### config.mk
export PLATFORM = sky130hd
export DESIGN_NAME = tea_entry
export DESIGN_NICKNAME = d
export VERILOG_FILES = /design/src/tea_pkg.sv /design/src/tea_entry.sv
export SDC_FILE = /design/constraint.sdc
export NUM_CORES = 1
export LEC_CHECK = 0
export BUFFER_PORTS_ARGS = -buffer_cell sky130_fd_sc_hd__buf_2
export CORE_AREA = 2 2 119 121
export CTS_CLUSTER_DIAMETER = 80
export CTS_CLUSTER_SIZE = 28
export DETAILED_ROUTE_END_ITERATION = 12
export DIE_AREA = 0 0 121 123
export PLACE_DENSITY = 0.62
export SLEW_MARGIN = 20
export SYNTH_ARGS = -nofsm -noshare
export SYNTH_HDL_FRONTEND = slang
export SYNTH_SLANG_ARGS = --single-unit
### constraint.sdc
create_clock -name clk -period 4.6 [get_ports clk]
set_clock_uncertainty 0.05 [all_clocks]
set_input_delay 0.92 -clock clk [delete_from_list [all_inputs] [get_ports clk]]
set_output_delay 0.92 -clock clk [all_outputs]
set_load 0.05 [all_outputs]
### src/tea_pkg.sv
// types, constants and the round function for the tea block cipher
// no dependencies; imported by every design module of the block
`timescale 1ns / 1ps

package tea_pkg;

  localparam logic [31:0] TEA_DELTA  = 32'h9e37_79b9;
  localparam logic [31:0] TEA_SUM16  = 32'he377_9b90;
  localparam logic [31:0] TEA_SUM32  = 32'hc6ef_3720;
  localparam logic [31:0] TEA_SUM64  = 32'h8dde_6e40;
  localparam logic [3:0]  CHUNK_BYTES = 4'd8;

  localparam int CFG_IDX_W = 3;

  typedef enum logic [CFG_IDX_W-1:0] {
    REG_DIRECTION   = 3'd0,
    REG_ROUND_COUNT = 3'd1,
    REG_KEY0        = 3'd2,
    REG_KEY1        = 3'd3,
    REG_KEY2        = 3'd4,
    REG_KEY3        = 3'd5
  } tea_reg_t;

  typedef struct packed {
    logic        decrypt;
    logic [6:0]  round_count;
    logic [31:0] key0;
    logic [31:0] key1;
    logic [31:0] key2;
    logic [31:0] key3;
  } tea_cfg_t;

  // one item travelling down the round pipeline
  typedef struct packed {
    logic        valid;
    logic [31:0] y;
    logic [31:0] z;
    logic [31:0] sum;
    logic [3:0]  byte_count;
    logic        bypass;
    logic        passed;
  } tea_item_t;

  function automatic logic [31:0] tea_mix(input logic [31:0] v, input logic [31:0] sum,
                                          input logic [31:0] ka, input logic [31:0] kb);
    tea_mix = ((v << 4) + ka) ^ (v + sum) ^ ((v >> 5) + kb);
  endfunction

  // delta times the round count, for the three legal counts
  function automatic logic [31:0] tea_dec_sum(input logic [6:0] rc);
    logic [31:0] s;
    s = '0;
    case (rc)
      7'd16:   s = TEA_SUM16;
      7'd32:   s = TEA_SUM32;
      7'd64:   s = TEA_SUM64;
      default: s = '0;
    endcase
    tea_dec_sum = s;
  endfunction

endpackage

### src/tea_entry.sv
// entry stage: classifies the chunk and seeds the running sum
// depends on tea_pkg
`timescale 1ns / 1ps

module tea_entry #(
  parameter int MAX_ROUNDS = 64
) (
  input  logic              clk,
  input  logic              rst_n,
  input  logic              en,
  input  logic              in_valid,
  input  logic [31:0]       in_word_low,
  input  logic [31:0]       in_word_high,
  input  logic [3:0]        in_byte_count,
  input  tea_pkg::tea_cfg_t cfg,
  output tea_pkg::tea_item_t item_o
);
  import tea_pkg::*;

  tea_item_t item_r, item_nxt;
  logic      short_chunk;
  logic      rounds_ok;

  always_comb begin
    short_chunk = in_byte_count < CHUNK_BYTES;
    rounds_ok   = (cfg.round_count == 7'd16 || cfg.round_count == 7'd32 ||
                   cfg.round_count == 7'd64) && (cfg.round_count <= 7'(MAX_ROUNDS));
    item_nxt.valid      = in_valid;
    item_nxt.y          = in_word_low;
    item_nxt.z          = in_word_high;
    item_nxt.sum        = cfg.decrypt ? tea_dec_sum(cfg.round_count) : TEA_DELTA;
    item_nxt.byte_count = short_chunk ? in_byte_count : CHUNK_BYTES;
    item_nxt.bypass     = short_chunk || !rounds_ok;
    item_nxt.passed     = !short_chunk && !rounds_ok;
  end

  always_ff @(posedge clk) begin
    if (!rst_n) begin
      item_r.valid <= 1'b0;
    end else if (en) begin
      item_r <= item_nxt;
    end
  end

  assign item_o = item_r;

endmodule

==> impl_metrics.ini <==
[run_status]
status = complete, no violations

[synthesis]
synth_xor_xnor_area_share_pct = 0.6006
seq_area_frac_synth_pct = 87.17
yosys_warnings = 0
syn_area_um2 = 2917
synth_top_area_share_pct = 86.49
synth_fa_ha_area_share_pct = 0
synth_area_leaders = edfxtp_1, buf_4, nor2b_1
synth-seq-cells = 85
syn_avg_cell_area_um2 = 20.54
synth_compound_area_share_pct = 0.9867
synthSimpleGateAreaFrac_pct = 5.448
synthMuxAreaShare_pct = 0.3432
synth_top_family_by_area = simple AND/OR/NAND/NOR gates
yosysTopAreaCell = edfxtp_1
synth.distinct_cells = 24
synthCells = 142

[clock_network]
cts_sinks = 85
cts.clk_slew.worst_paths_ps = 70
cts_buffers = 9
clockBufferDepth = 2
cts_tree = built
cts_resized = 0
clock_latency_ps = 340
post_cts_buffers = 0
ctsRootBufferMaster = clkbuf_16
htreeDepth = 3
ctsHoldBuffers = 0

[worst_setup_path]
cp_top_family = flip-flops
cp_max_fo = 3
crit_buf_inv = 1
path_cells = buf_2
start_kind = flop
crit_required_ps = 3630
crit_type = flop to output port
cp_slowest_cell = edfxtp_1
critPathMaxStageDelay_ps = 450
end_kind = output port
arrival_ps = 1110

[sta]
tns_ps = 0
worst_pin_slew_ps = 1038
worst_slack_ps = 2516
finalHoldViolations = 0
maxSlewViolCount = 0
period_needed_ps = 2084
fmax_ghz = 0.4799
rsz0062_at_grt = false
slew_headroom_pct = 30.83
fin_crit_sh_pct = 45.30
setup-violations-final = 0

[power]
peakVddDrop_uv = 176.2
power_mw = 2.044
p_leak_nw = 1.731
power_density_nw_per_um2 = 483.1

[cells_and_area]
final_util_pct = 31.09
insertedDiodeCount = 0
final_cells = 498
final_cell_mix = buf_2, edfxtp_1, clkbuf_16
syn_to_final_growth_pct = 45.09
nets = 521
drive_above_1_share_pct = 62.58
final_common_cell = buf_2
largest_reg_flops = 85
fillers = 1339

[placement]
gp_congestion = 0.6911
place_hpwl_mm = 4.963
pre_cts_ws_ps = 2243
dp_cells = 482
port_buffers = 180

[global_routing]
antenna_found_initial = 1
grt_pass1_vias = 1694
grt_max_degree = 85
grt_overflow_total = 0
grt_pass1_wl_mm = 8.852
grt.total_usage_pct = 8.431

[drt]
drc = 0
num_vias = 1803
ant_nets = 0
vias_per_cell = 3.620
wl_per_cell_um = 13.12
drtIter0Drc = 53
first_pass_iters = 4
routed_wl_mm = 6.535

[run]
maxCapViolCount = 0

[die]
pin_count = 311
placement_rows = 43
core_area_um2 = 13610
start_util_pct = 21.43
die_area_um2 = 14880
die_h_um = 123
die_w_um = 121

[hold_path]
hold_path_class = flop to flop
==> worst paths after layout <==
| path | start | endpoint | slack (ps) | depth (start not counted) |
|---|---|---|---|---|
| min reg2reg | item_o[102]$_SDFFE_PN0P_ | item_o[102]$_SDFFE_PN0P_ | 480 | 2 |
| max reg2reg | item_o[102]$_SDFFE_PN0P_ | item_o[102]$_SDFFE_PN0P_ | 3950 | 2 |
| max | item_o[24]$_SDFFCE_PN1P_ | item_o[23] | 2520 | 1 |
| min | item_o[102]$_SDFFE_PN0P_ | item_o[102]$_SDFFE_PN0P_ | 480 | 2 |
==> area by class of cell <==
type / instances / area, um2 / share of cell area, %
Multi-Input combinational cell: 35 / 225.2 / 5.322
Tap cell: 180 / 225.2 / 5.322
Sequential cell: 85 / 2542 / 60.08
Clock buffer: 9 / 225.2 / 5.322
Inverter: 2 / 7.507 / 0.1774
Timing Repair Buffer: 180 / 900.9 / 21.29
Clock inverter: 7 / 105.1 / 2.484
==> cell families (layout without fill, tap and decap cells) <==
family                 Yosys count  after routing
AND/OR/NAND/NOR                 25             25
flip-flops                      85             85
AO/OA/AOI/OAI                    5              5
multiplexers                     1              1
buffers and inverters           23            198
other                            1              2
XOR/XNOR                         2              2
==> metrics by stage <==
stage          hold slack, ps  instance area, um2
2_1_floorplan           692.9                2920
3_3_place_gp            448.3                3901
5_1_grt                 532.1                4232
6_report                477.5                4232
4_1_cts                 485.8                4232
3_5_place_dp            472.4                3901
==> routing by layer <==
layer / global-route usage, % / vias to the layer above / share of wire (%) / routed length [um]
li1: - / 858 / - / -
met5: 0 / - / 0.21 / 14
met3: 3.229 / 14 / 11 / 721
met2: 12.64 / 129 / 44 / 2887
met1: 9.871 / 800 / 42 / 2719
met4: 6.105 / 2 / 2.9 / 192
==> report_power, final <==
group | internal [mW] | leakage, nW | switching [mW]
clock | 0.484 | 0.159 | 0.307
combinational | 0.0674 | 0.783 | 0.262
sequential | 0.908 | 0.789 | 0.0146
total | 1.46 | 1.73 | 0.584
==> synthesized netlist by cell type <==
| cell | n |
|---|---|
| and2_1 | 2 |
| or3b_4 | 1 |
| xnor2_1 | 2 |
| dfxtp_1 | 1 |
| nor2_1 | 1 |
| nor2b_1 | 5 |
| nor3_1 | 4 |
| conb_1 | 1 |
| nor4_4 | 1 |
| o22ai_1 | 1 |
| and3_1 | 1 |
| mux2i_1 | 1 |
| buf_4 | 18 |
| or2b_1 | 1 |
| nand3_1 | 2 |
| nand2_1 | 4 |
| clkbuf_1 | 2 |
| buf_2 | 1 |
| nand3b_1 | 1 |
| inv_1 | 2 |
| o21ai_0 | 3 |
| edfxtp_1 | 84 |
| o31ai_1 | 1 |
| nand2b_1 | 2 |
Power figures use the tool's default switching activity.
