===== src/tea_pkg.sv =====
// types, constants and the round function for the tea block cipher
// no dependencies; imported by every design module of the block
`timescale 1ns / 1ps

package tea_pkg;

  localparam logic [31:0] TEA_DELTA  = 32'h9e37_79b9;
  localparam logic [31:0] TEA_SUM16  = 32'he377_9b90;
  localparam logic [31:0] TEA_SUM32  = 32'hc6ef_3720;
  localparam logic [31:0] TEA_SUM64  = 32'h8dde_6e40;
  localparam logic [3:0]  CHUNK_BYTES = 4'd8;

  localparam int CFG_IDX_W = 3;

  typedef enum logic [CFG_IDX_W-1:0] {
    REG_DIRECTION   = 3'd0,
    REG_ROUND_COUNT = 3'd1,
    REG_KEY0        = 3'd2,
    REG_KEY1        = 3'd3,
    REG_KEY2        = 3'd4,
    REG_KEY3        = 3'd5
  } tea_reg_t;

  typedef struct packed {
    logic        decrypt;
    logic [6:0]  round_count;
    logic [31:0] key0;
    logic [31:0] key1;
    logic [31:0] key2;
    logic [31:0] key3;
  } tea_cfg_t;

  // one item travelling down the round pipeline
  typedef struct packed {
    logic        valid;
    logic [31:0] y;
    logic [31:0] z;
    logic [31:0] sum;
    logic [3:0]  byte_count;
    logic        bypass;
    logic        passed;
  } tea_item_t;

  function automatic logic [31:0] tea_mix(input logic [31:0] v, input logic [31:0] sum,
                                          input logic [31:0] ka, input logic [31:0] kb);
    tea_mix = ((v << 4) + ka) ^ (v + sum) ^ ((v >> 5) + kb);
  endfunction

  // delta times the round count, for the three legal counts
  function automatic logic [31:0] tea_dec_sum(input logic [6:0] rc);
    logic [31:0] s;
    s = '0;
    case (rc)
      7'd16:   s = TEA_SUM16;
      7'd32:   s = TEA_SUM32;
      7'd64:   s = TEA_SUM64;
      default: s = '0;
    endcase
    tea_dec_sum = s;
  endfunction

endpackage


===== src/tea_out_skid.sv =====
// output register with a one-item skid buffer behind it
// depends on tea_pkg; holds the pipeline only when the skid is occupied
`timescale 1ns / 1ps

module tea_out_skid (
  input  logic               clk,
  input  logic               rst_n,
  input  tea_pkg::tea_item_t item_i,
  output logic               hold,
  output logic               out_valid,
  input  logic               out_stall,
  output logic [31:0]        out_low,
  output logic [31:0]        out_high,
  output logic [3:0]         out_byte_count,
  output logic               out_passed_through
);
  import tea_pkg::*;

  tea_item_t out_r, out_nxt;
  tea_item_t skid_r, skid_nxt;
  logic      take;
  logic      out_free;

  always_comb begin
    take     = out_r.valid && !out_stall;
    out_free = !out_r.valid || take;
    out_nxt  = out_r;
    skid_nxt = skid_r;
    if (skid_r.valid) begin
      // pipeline is frozen, nothing arrives this cycle
      if (take) begin
        out_nxt        = skid_r;
        skid_nxt.valid = 1'b0;
      end
    end else if (item_i.valid) begin
      if (out_free) begin
        out_nxt = item_i;
      end else begin
        skid_nxt = item_i;
      end
    end else if (take) begin
      out_nxt.valid = 1'b0;
    end
  end

  always_ff @(posedge clk) begin
    if (!rst_n) begin
      out_r.valid  <= 1'b0;
      skid_r.valid <= 1'b0;
    end else begin
      out_r  <= out_nxt;
      skid_r <= skid_nxt;
    end
  end

  assign hold               = skid_r.valid;
  assign out_valid          = out_r.valid;
  assign out_low            = out_r.y;
  assign out_high           = out_r.z;
  assign out_byte_count     = out_r.byte_count;
  assign out_passed_through = out_r.passed;

endmodule


===== config.mk =====
export PLATFORM = sky130hd
export DESIGN_NAME = tea_out_skid
export DESIGN_NICKNAME = d
export VERILOG_FILES = /design/src/tea_pkg.sv /design/src/tea_out_skid.sv
export SDC_FILE = /design/constraint.sdc
export NUM_CORES = 1
export LEC_CHECK = 0
export BUFFER_PORTS_ARGS = -buffer_cell sky130_fd_sc_hd__buf_2
export CORE_MARGIN = 4
export CORE_UTILIZATION = 28
export CTS_BUF_LIST = sky130_fd_sc_hd__clkbuf_16
export DETAILED_ROUTE_END_ITERATION = 7
export PLACE_DENSITY = 0.51
export SLEW_MARGIN = 20
export SYNTH_ARGS = -nofsm -noshare
export SYNTH_HDL_FRONTEND = slang
export SYNTH_SLANG_ARGS = --single-unit

===== constraint.sdc =====
create_clock -name clk -period 4 [get_ports clk]
set_clock_uncertainty 0.2 [all_clocks]
set_input_delay 0.2 -clock clk [delete_from_list [all_inputs] [get_ports clk]]
set_output_delay 0.2 -clock clk [all_outputs]
set_load 0.03 [all_outputs]

==> flow_metrics.env <==
export IMPL_synth_flop_cell="edfxtp_1"
export IMPL_avgSynthCellArea_sq_um=23.3
export IMPL_required_ns=3.83
export IMPL_synth_edf_count=138
export IMPL_maxCapViolCount=0
export IMPL_cts_clk_slew_worst_paths_ns=0.06
export IMPL_rsz0062_at_grt="false"
export IMPL_peakVddDrop_uv=270
export IMPL_fmax_mhz=383
export IMPL_drv_slew=0
export IMPL_die_h_microns=146
export IMPL_cp_arrival_ns=2.44
export IMPL_numCtsBuffers=17
export IMPL_setup_viol=0
export IMPL_hp_class="in -> reg"
export IMPL_ctsHoldBuffers=73
export IMPL_post_cts_resize_count=0
export IMPL_fin_crit_sh_pct=65.2
export IMPL_track_usage_pct=10.4
export IMPL_status="finished, final reports clean"
export IMPL_vias=2916
export IMPL_io_pins=177
export IMPL_worst_slew_margin_rel_pct=33.5
export IMPL_yosysSeqAreaShare_pct=78.5
export IMPL_synth_most_common_cell="edfxtp_1"
export IMPL_grt_pass1_vias=3263
export IMPL_synth_async_sr_flop_share_pct=0
export IMPL_met2_usage_pct=16.5
export IMPL_grt_ovfl_total=0
export IMPL_powerDensity_nw_per_um2=482
export IMPL_yosys_top_cells_count="edfxtp_1, mux2_4, mux2_2, buf_6"
export IMPL_cts_setup_buffers=0
export IMPL_setup_tns_ns=0
export IMPL_stdcell_area_sq_um=7630
export IMPL_cpMaxStageDelayCell="dfxtp_4"
export IMPL_place_detailed_hpwl_microns=6530
export IMPL_hold_path_depth=2
export IMPL_place_congestion=0.673
export IMPL_clk_latency_ns=0.41
export IMPL_r2r_cells=3
export IMPL_cts_path_max_buffers=2
export IMPL_grt_max_degree=70
export IMPL_rows=50
export IMPL_synth_area_leaders="edfxtp_1, mux2_4, mux2_2"
export IMPL_design_die_area_sq_um=21300
export IMPL_drtPass1Iterations=4
export IMPL_netlist_instances=229
export IMPL_p_comb_share_pct=9.8
export IMPL_leakage_nw=2.94
export IMPL_netlist_cell_type_count=15
export IMPL_power_switching_mw=0.791
export IMPL_start_util_pct=28.5
export IMPL_cts_root_buffer="clkbuf_16"
export IMPL_synth_seq_cells=140
export IMPL_p_int_mw=2.89
export IMPL_met3_usage_pct=4.20
export IMPL_slowest_delay_ns=0.79
export IMPL_yosysWarnings=0
export IMPL_grt_pass1_wl_microns=17400
export IMPL_fin_hold_ws_ns=0.313
export IMPL_critical_path_top_delay_family="flip-flops"
export IMPL_drc=0
export IMPL_die_w_microns=146
export IMPL_core_area_sq_um=18700
export IMPL_area_delta_synth_final_pct=43.2
export IMPL_drive_above_1_share_pct=52.1
export IMPL_top_usage_layer="met2"
export IMPL_fin_crit_ns=2.61
export IMPL_cp_buffers_inverters=1
export IMPL_synth_nets=335
export IMPL_hold_viol_final=0
export IMPL_ant_nets=0
export IMPL_finalWirelength_microns=10800
export IMPL_crit_cells=3
export IMPL_cp_max_fo=69
export IMPL_cts_tree="built"
export IMPL_clkSinkCount=140
export IMPL_htreeDepth=4
export IMPL_crit_path_end_kind="flip-flop"
export IMPL_port_buffers=143
export IMPL_grtUsageMet1_pct=12.7
export IMPL_power_frac_seq_pct=46.3
export IMPL_path_class="reg -> reg"
export IMPL_setup_worst_path_start_class="flip-flop"
export IMPL_synth_top_area_share_pct=77.8
export IMPL_via_per_inst=4.13
export IMPL_fillCellCount=1667
export IMPL_path_cells="o21ai_1 > a211oi_4 > buf_4"
export IMPL_antenna_found_initial=0
export IMPL_switching_share_pct=21.5
export IMPL_nets=565
export IMPL_synth_largest_area_cell="edfxtp_1"
export IMPL_wl_per_cell_microns=15.3
export IMPL_post_dp_cell_area_sq_um=6290
export IMPL_p_clk_share_pct=43.8
export IMPL_drtIter0Drc=71
export IMPL_n_antenna_cell=0
export IMPL_tightestPinTransition_ns=0.997
export IMPL_synth_area_sq_um=5330
## worst paths after layout
path / start / to / slack (ns)
max: hold / out_low[5] / 1.39
min: item_i[101] / skid_r[101] / 0.31
max reg2reg: hold / out_low[5] / 1.39
min reg2reg: skid_r[98] / out_low[28] / 0.34
## state kept, by name, indices dropped and copies added, names as in the netlist
name	flops
skid_r	69
out_high	32
out_low	32
out_byte_count	4
hold	1
out_passed_through	1
out_valid	1
## routing by layer
layer,wire [microns],vias up
met5,0,-
met4,155,0
met3,708,13
met2,5120,93
met1,4810,1439
li1,-,1371
## stage by stage
stage	power (mW)	util, %	instances	setup WS [ns]
after global routing	3.83	40.8	706	1.20
after detailed placement	2.05	33.6	601	1.32
final	3.68	40.8	706	1.39
after global placement	2.04	33.6	601	1.35
after floorplan	1.94	-	229	0.613
after CTS	3.75	40.8	706	1.31
## cell type report
cell class,count,area [sq um],share of cell area (%)
flip-flops and latches,140,4190,54.9
repair buffers,219,1470,19.2
multi-input cells,80,1070,14.0
clock buffers,17,425,5.57
well taps,234,293,3.84
clock inverters,15,181,2.38
inverters,1,3.75,0.0492
## cells by family after synthesis
family / share of synthesized area [%]
muxes: 18.6
buffers and inverters: 1.64
and+or+nand+nor: 0.610
AOI/OAI and AO/OA: 0.611
DFF: 78.5
## worst register-to-register path, stage by stage (launching register included)
cell	delay [ns]
dfxtp_4	0.79
o21ai_1	0.23
a211oi_4	0.18
buf_4	0.78
## cell usage in the layout, fill, tap and decap left out, drive strengths merged
cell           n
bufinv         4
mux2          69
nand2b         1
a21oi          2
a211oi         1
dfxtp          2
nor2b          2
inv            3
buf          146
edfxtp       138
clkinv         6
nor3           1
nand3          1
clkbuf        17
clkinvlp       3
o21ai          2
dlygate4sd3   73
nor2           1
## power groups by stage
stage,logic [mW],clock network [mW],registers (mW)
floorplan,0.129,0,1.81
finish,0.362,1.61,1.71
CTS,0.367,1.67,1.71
global placement,0.304,0,1.74
global route,0.387,1.73,1.71
detailed placement,0.310,0,1.74
No activity file was read; power rests on OpenSTA's default activity.
